### src/hdl/hpa_pkg.sv
`default_nettype none

package hpa_pkg;

    // Handle field and pool sizing
    localparam int HANDLE_W     = 8;
    localparam int HANDLE_SPACE = 1 << HANDLE_W;
    localparam int COUNT_W      = HANDLE_W + 1;

    // Command codes (tuser on the request side)
    localparam logic [1:0] CMD_ALLOC = 2'd0;
    localparam logic [1:0] CMD_TRY   = 2'd1;
    localparam logic [1:0] CMD_FREE  = 2'd2;

    // Status codes (low bits of tuser on the result side)
    localparam logic [1:0] ST_OK         = 2'd0;
    localparam logic [1:0] ST_NONE       = 2'd1;
    localparam logic [1:0] ST_NOT_IN_USE = 2'd2;

    typedef enum logic [1:0] {
        S_CLEAR,
        S_IDLE,
        S_EXEC
    } t_state;

    typedef struct packed {
        logic                reused;
        logic [1:0]          status;
        logic [HANDLE_W-1:0] granted;
    } t_result;

endpackage

`default_nettype wire

### src/hdl/handle_pool_allocator.sv
// Handle pool allocator. Each request (tuser = command, tdata = handle to
// release) gives exactly one result (tdata = granted handle, tuser = status
// and reused flag). Allocate hands out the oldest released handle, or else
// the next never-used one up to NUM_HANDLES (at most 256); try-allocate
// only reuses; deallocate of a handle that is not in use is refused with
// status 2. The in-use bitmap and the release queue sit in single-port
// synchronous memories, so a request runs in two steps: a read of both
// memories, then an update of them and a load of the result register. A
// new request is accepted only after the update; a result that waits in the
// output register does not block acceptance, but the next update waits.
// After reset, the bitmap is cleared by a pass over all 256 entries during
// which no request is accepted.
`default_nettype none

module handle_pool_allocator #(
    parameter int NUM_HANDLES = 256
) (
    input  logic                          i_clk,
    input  logic                          i_rst_n,
    input  logic                          s_axis_tvalid,
    output logic                          s_axis_tready,
    input  logic [hpa_pkg::HANDLE_W-1:0]  s_axis_tdata,  // [7:0] handle
    input  logic [1:0]                    s_axis_tuser,  // [1:0] cmd
    output logic                          m_axis_tvalid,
    input  logic                          m_axis_tready,
    output logic [hpa_pkg::HANDLE_W-1:0]  m_axis_tdata,  // [7:0] granted_handle
    output logic [2:0]                    m_axis_tuser   // [1:0] status, [2] reused
);
    import hpa_pkg::*;

    localparam logic [COUNT_W-1:0] POOL_LIMIT =
        COUNT_W'((NUM_HANDLES < HANDLE_SPACE) ? NUM_HANDLES : HANDLE_SPACE);

    // Memories
    logic                r_map_mem   [HANDLE_SPACE];
    logic [HANDLE_W-1:0] r_queue_mem [HANDLE_SPACE];
    logic                r_map_rd;
    logic [HANDLE_W-1:0] r_queue_rd;

    // Control and pointers
    t_state              r_state, n_state;
    logic [HANDLE_W-1:0] r_clr_addr, n_clr_addr;
    logic [HANDLE_W-1:0] r_head, n_head;
    logic [HANDLE_W-1:0] r_tail, n_tail;
    logic [COUNT_W-1:0]  r_count, n_count;
    logic [COUNT_W-1:0]  r_fresh, n_fresh;
    logic [1:0]          r_cmd;
    logic [HANDLE_W-1:0] r_handle;
    t_result             r_out, n_out;
    logic                r_out_valid, n_out_valid;

    // Memory write ports
    logic                map_we;
    logic [HANDLE_W-1:0] map_waddr;
    logic                map_wdata;
    logic                queue_we;

    logic accept;
    logic out_free;

    assign s_axis_tready = (r_state == S_IDLE);
    assign accept        = s_axis_tvalid && s_axis_tready;
    assign out_free      = !r_out_valid || m_axis_tready;

    assign m_axis_tvalid = r_out_valid;
    assign m_axis_tdata  = r_out.granted;
    assign m_axis_tuser  = {r_out.reused, r_out.status};

    // Next state, memory writes and result
    always_comb begin
        n_state     = r_state;
        n_clr_addr  = r_clr_addr;
        n_head      = r_head;
        n_tail      = r_tail;
        n_count     = r_count;
        n_fresh     = r_fresh;
        n_out       = r_out;
        n_out_valid = r_out_valid && !m_axis_tready;
        map_we      = 1'b0;
        map_waddr   = r_handle;
        map_wdata   = 1'b0;
        queue_we    = 1'b0;

        case (r_state)
            S_CLEAR: begin
                map_we     = 1'b1;
                map_waddr  = r_clr_addr;
                map_wdata  = 1'b0;
                n_clr_addr = r_clr_addr + 1'b1;
                if (&r_clr_addr) begin
                    n_state = S_IDLE;
                end
            end
            S_IDLE: begin
                if (accept) begin
                    n_state = S_EXEC;
                end
            end
            S_EXEC: begin
                if (out_free) begin
                    n_state     = S_IDLE;
                    n_out_valid = 1'b1;
                    n_out       = '0;
                    case (r_cmd)
                        CMD_ALLOC, CMD_TRY: begin
                            if (r_count != '0) begin
                                // reuse the oldest released handle
                                map_we      = 1'b1;
                                map_waddr   = r_queue_rd;
                                map_wdata   = 1'b1;
                                n_head      = r_head + 1'b1;
                                n_count     = r_count - 1'b1;
                                n_out.granted = r_queue_rd;
                                n_out.status  = ST_OK;
                                n_out.reused  = 1'b1;
                            end else if (r_cmd == CMD_ALLOC && r_fresh < POOL_LIMIT) begin
                                // take a never-used handle
                                map_we      = 1'b1;
                                map_waddr   = r_fresh[HANDLE_W-1:0];
                                map_wdata   = 1'b1;
                                n_fresh     = r_fresh + 1'b1;
                                n_out.granted = r_fresh[HANDLE_W-1:0];
                                n_out.status  = ST_OK;
                            end else begin
                                n_out.status = ST_NONE;
                            end
                        end
                        CMD_FREE: begin
                            if (!r_map_rd) begin
                                n_out.status = ST_NOT_IN_USE;
                            end else begin
                                map_we    = 1'b1;
                                map_waddr = r_handle;
                                map_wdata = 1'b0;
                                queue_we  = 1'b1;
                                n_tail    = r_tail + 1'b1;
                                n_count   = r_count + 1'b1;
                                n_out.status = ST_OK;
                            end
                        end
                        default: begin
                            n_out = '0;
                        end
                    endcase
                end
            end
            default: begin
                n_state = S_IDLE;
            end
        endcase
    end

    // In-use bitmap memory
    always_ff @(posedge i_clk) begin
        if (map_we) begin
            r_map_mem[map_waddr] <= map_wdata;
        end
        if (accept) begin
            r_map_rd <= r_map_mem[s_axis_tdata];
        end
    end

    // Release queue memory
    always_ff @(posedge i_clk) begin
        if (queue_we) begin
            r_queue_mem[r_tail] <= r_handle;
        end
        if (accept) begin
            r_queue_rd <= r_queue_mem[r_head];
        end
    end

    // Request capture and result payload
    always_ff @(posedge i_clk) begin
        if (accept) begin
            r_cmd    <= s_axis_tuser;
            r_handle <= s_axis_tdata;
        end
        r_out <= n_out;
    end

    // Control state
    always_ff @(posedge i_clk) begin
        if (!i_rst_n) begin
            r_state     <= S_CLEAR;
            r_clr_addr  <= '0;
            r_head      <= '0;
            r_tail      <= '0;
            r_count     <= '0;
            r_fresh     <= '0;
            r_out_valid <= 1'b0;
        end else begin
            r_state     <= n_state;
            r_clr_addr  <= n_clr_addr;
            r_head      <= n_head;
            r_tail      <= n_tail;
            r_count     <= n_count;
            r_fresh     <= n_fresh;
            r_out_valid <= n_out_valid;
        end
    end

endmodule

`default_nettype wire

### config.mk
export PLATFORM = sky130hd
export DESIGN_NAME = handle_pool_allocator
export DESIGN_NICKNAME = d
export VERILOG_FILES = /design/src/hdl/hpa_pkg.sv /design/src/hdl/handle_pool_allocator.sv
export SDC_FILE = /design/constraint.sdc
export NUM_CORES = 2
export LEC_CHECK = 0
export BUFFER_PORTS_ARGS = -buffer_cell sky130_fd_sc_hd__buf_2
export CAP_MARGIN = 25
export CELL_PAD_IN_SITES_DETAIL_PLACEMENT = 1
export CELL_PAD_IN_SITES_GLOBAL_PLACEMENT = 1
export CORE_MARGIN = 2
export CORE_UTILIZATION = 30
export DETAILED_ROUTE_END_ITERATION = 12
export PLACE_DENSITY = 0.55
export SLEW_MARGIN = 20
export SYNTH_ARGS = -nofsm -noshare
export SYNTH_HDL_FRONTEND = slang
export SYNTH_SLANG_ARGS = --single-unit
export TNS_END_PERCENT = 5
### constraint.sdc
create_clock -name i_clk -period 11.92 [get_ports i_clk]
set_input_delay 2.384 -clock i_clk [delete_from_list [all_inputs] [get_ports i_clk]]
set_output_delay 2.384 -clock i_clk [all_outputs]
set_load 0.02 [all_outputs]
==> results.md <==
- Setup TNS: 0 ps
- Slew Viols, Final: 0
- DRT Wirelength: 290 mm
- RSZ-0062 raised after global routing: false
- CP max-delay cell: o32ai_1
- FFs w/ async S/R, synth: 0
- CP required: 12420 ps
- Metal3 WL: 19.3 mm
- Multi-input logic area: 22300 sq um
- Top FF cell, synth: edfxtp_1
- Commonest non-fill, non-tap cells in the layout: edfxtp_1 (2334), nor2_1 (553), mux4_2 (467)
- Hold buffers post-CTS: 0
- Total gr overflow: 0
- # H-tree levels: 5
- Initial antenna violation count: 17
- Dpl hpwl: 175 mm
- Initial drt markers: 5405
- Worst slew pin tran: 1280 ps
- Placed Area: 99800 sq um
- Final Hold Fails: 0
- Crit path top cell by count: buf_4
- DR pass1 iterations: 5
- Final design utilization: 0.344
- PD cells: 158 nW/um^2
- Worst path arrival time: 5960 ps
- Most common cell after layout, fill and taps aside: edfxtp_1
- Fin crit share: 0.458
- Worst Reg2Reg Path Length in Cells: 9
- Largest net degree at the start of global routing: 143
- Core footprint: 314000 sq um
- R2R setup slack: 6460 ps
- Setup Buffers After CTS: 0
- Slew Limit Headroom: 0.148
- Buf/Inv on CP: 3
- Initial Util: 0.301
- Die width: 566 um
- CTS tree: yes
- Boundary pin count: 27
- Cell Chain, Critical Path: buf_4, buf_4, buf_4, mux4_2, mux2i_1, o221ai_1, a211o_1, a21oi_1, o32ai_1
- FF-to-FF End: r_queue_rd[4]$_DFFE_PP_
- Critical path origin: r_head[0]$_SDFFE_PN0P_
- Worst Clk Skew: 64.0 ps
- Leak: 32.4 nW
- Setup CP Type: register to register
- Crit path max-delay family: compound AO/OA/AOI/OAI gates
- Post-synth EDFFs: 2334
- Min Tclk post-route: 5460 ps
- Synthesized area per cell: 18.9 sq um
- CP Capture Type: register
- Layout cells sized above 1: 0.206
- Clock Latency Late Sink: 850 ps
- CTS buffer count: 268
- Highest routing layer actually used: met5
- Final setup fails: 0
- All-Layer GR Usage: 0.180
- # DRC: 0
- Vias in the first global route: 52000
- Met2 routed WL: 135 mm
- Outcome: complete, no violations
- Area of the die: 320000 sq um
- Total power: 17.1 mW
- Final Cell Area: 108000 sq um
- Crit-path max FO: 33
- Post-cts sizing count: 0
- Cells after Synth: 5019
- Worst hold path type: register to register
- Hold Startpoint: r_count[8]$_SDFFE_PN0P_
- WL/cell: 30.5 um
- FF/Latch Area: 71000 sq um
- Final net count: 5170
- Max Cap Violations: 0
- Startpoint types: register
- Seq/Total Area, Yosys: 0.750
- # fillers: 31400
- Worst Setup EP: r_queue_rd[4]$_DFFE_PP_
- DR vias: 49900
- # clock sinks: 2379
- Min Hold Slack: 537 ps
- Clock root buffer: clkbuf_16
- Crit-path max cell delay: 850 ps
- Vias per cell: 5.26
- WL met1: 128 mm
- Row cnt: 206
- Syn_nets: 5048
- #FFs+latches synth: 2379
- Post-route ant nets: 0
- Area Overhead vs Synth: 14.3%
- Cell area after synthesis: 94600 sq um
- WP depth: 9
- Ys Warns: 0
- Worst r2r src: r_head[0]$_SDFFE_PN0P_
- Peak supply drop: 0.114 mV
- Max Root-Sink Buffers: 4
- Port Buf Inserts: 26
- Die span in y: 566 um
- Upper clock frequency limit: 183 MHz
- Gpl congestion: 0.821
- First-pass GRT wire length: 412 mm
- Post-synthesis cell type count: 80
- Clock transition at path regs: 60 ps
-- worst reg2reg max path, stage by stage, from the launching register on --
cell      delay [ps]
dfxtp_4          730
buf_4            660
buf_4            680
buf_4            540
mux4_2           410
mux2i_1          100
o221ai_1         720
a211o_1          330
a21oi_1           70
o32ai_1          850
-- Yosys cell counts (51+ instances only) --
cell,number,area [sq um]
a21oi_1,93,465
a22oi_1,85,638
buf_2,92,460
clkbuf_1,143,537
edfxtp_1,2334,70100
mux2i_1,245,2450
mux4_2,467,10500
nand2_1,127,477
nand3_1,76,380
nor2_1,558,2090
nor2b_1,51,319
o22ai_1,64,400
-- worst min-delay path by stage --
stage | end | cells after the start
finish | r_count[8]$_SDFFE_PN0P_ | 2
global route | r_count[8]$_SDFFE_PN0P_ | 2
CTS | r_count[8]$_SDFFE_PN0P_ | 2
detailed placement | r_clr_addr[7]$_SDFFE_PN0N_ | 2
global placement | r_clr_addr[7]$_SDFFE_PN0N_ | 2
floorplan | r_count[8]$_SDFFE_PN0P_ | 2
-- per-layer routing --
metal | global-route usage | up-vias
li1 | - | 20600
met1 | 0.256 | 27100
met2 | 0.284 | 1752
met3 | 0.0314 | 393
met4 | 0.0453 | 2
met5 | 0 | -
-- report_power, final --
group	switching, mW	internal, mW	leakage, nW
Combinational	0.0545	0.0238	6.48
Clock	3.33	4.61	4.01
Sequential	0.00164	9.04	22.0
-- state kept, by name (all words and copies together) (netlist names) --
register / cells
r_tail: 8
r_state: 2
m_axis_tuser: 3
m_axis_tdata: 8
r_head: 8
r_clr_addr: 8
r_map_rd: 1
r_queue_mem: 2048
r_fresh: 9
r_handle: 8
r_map_mem: 256
m_axis_tvalid: 1
r_count: 9
r_cmd: 2
r_queue_rd: 8
-- through the flow --
stage / cells / worst slack (ps)
3_3_place_gp: 9020 / 5770
3_5_place_dp: 9027 / 5940
6_report: 9495 / 6460
2_1_floorplan: 5019 / 4970
5_1_grt: 9495 / 6220
4_1_cts: 9489 / 6460
-- layout make-up --
type,instances,share of cell area
Sequential cell,2379,0.657
Multi-Input combinational cell,2313,0.206
Clock buffer,340,0.0670
Tap cell,4160,0.0481
Timing Repair Buffer,163,0.0126
Clock inverter,122,0.00913
Inverter,16,0.000567
Antenna cell,2,0.0000463
-- cells by family (layout without fill, tap and decap cells) --
family | after synthesis | after routing | synth area share
AO/OA/AOI/OAI | 524 | 524 | 0.0397
XOR/XNOR | 29 | 29 | 0.00268
adder cells (fa/ha/maj) | 15 | 15 | 0.00206
buffers and inverters | 327 | 641 | 0.0162
flip-flops | 2379 | 2379 | 0.750
multiplexers | 739 | 739 | 0.140
other | 0 | 2 | 0
AND/OR/NAND/NOR | 1006 | 1006 | 0.0489
Power figures use the tool's default switching activity.
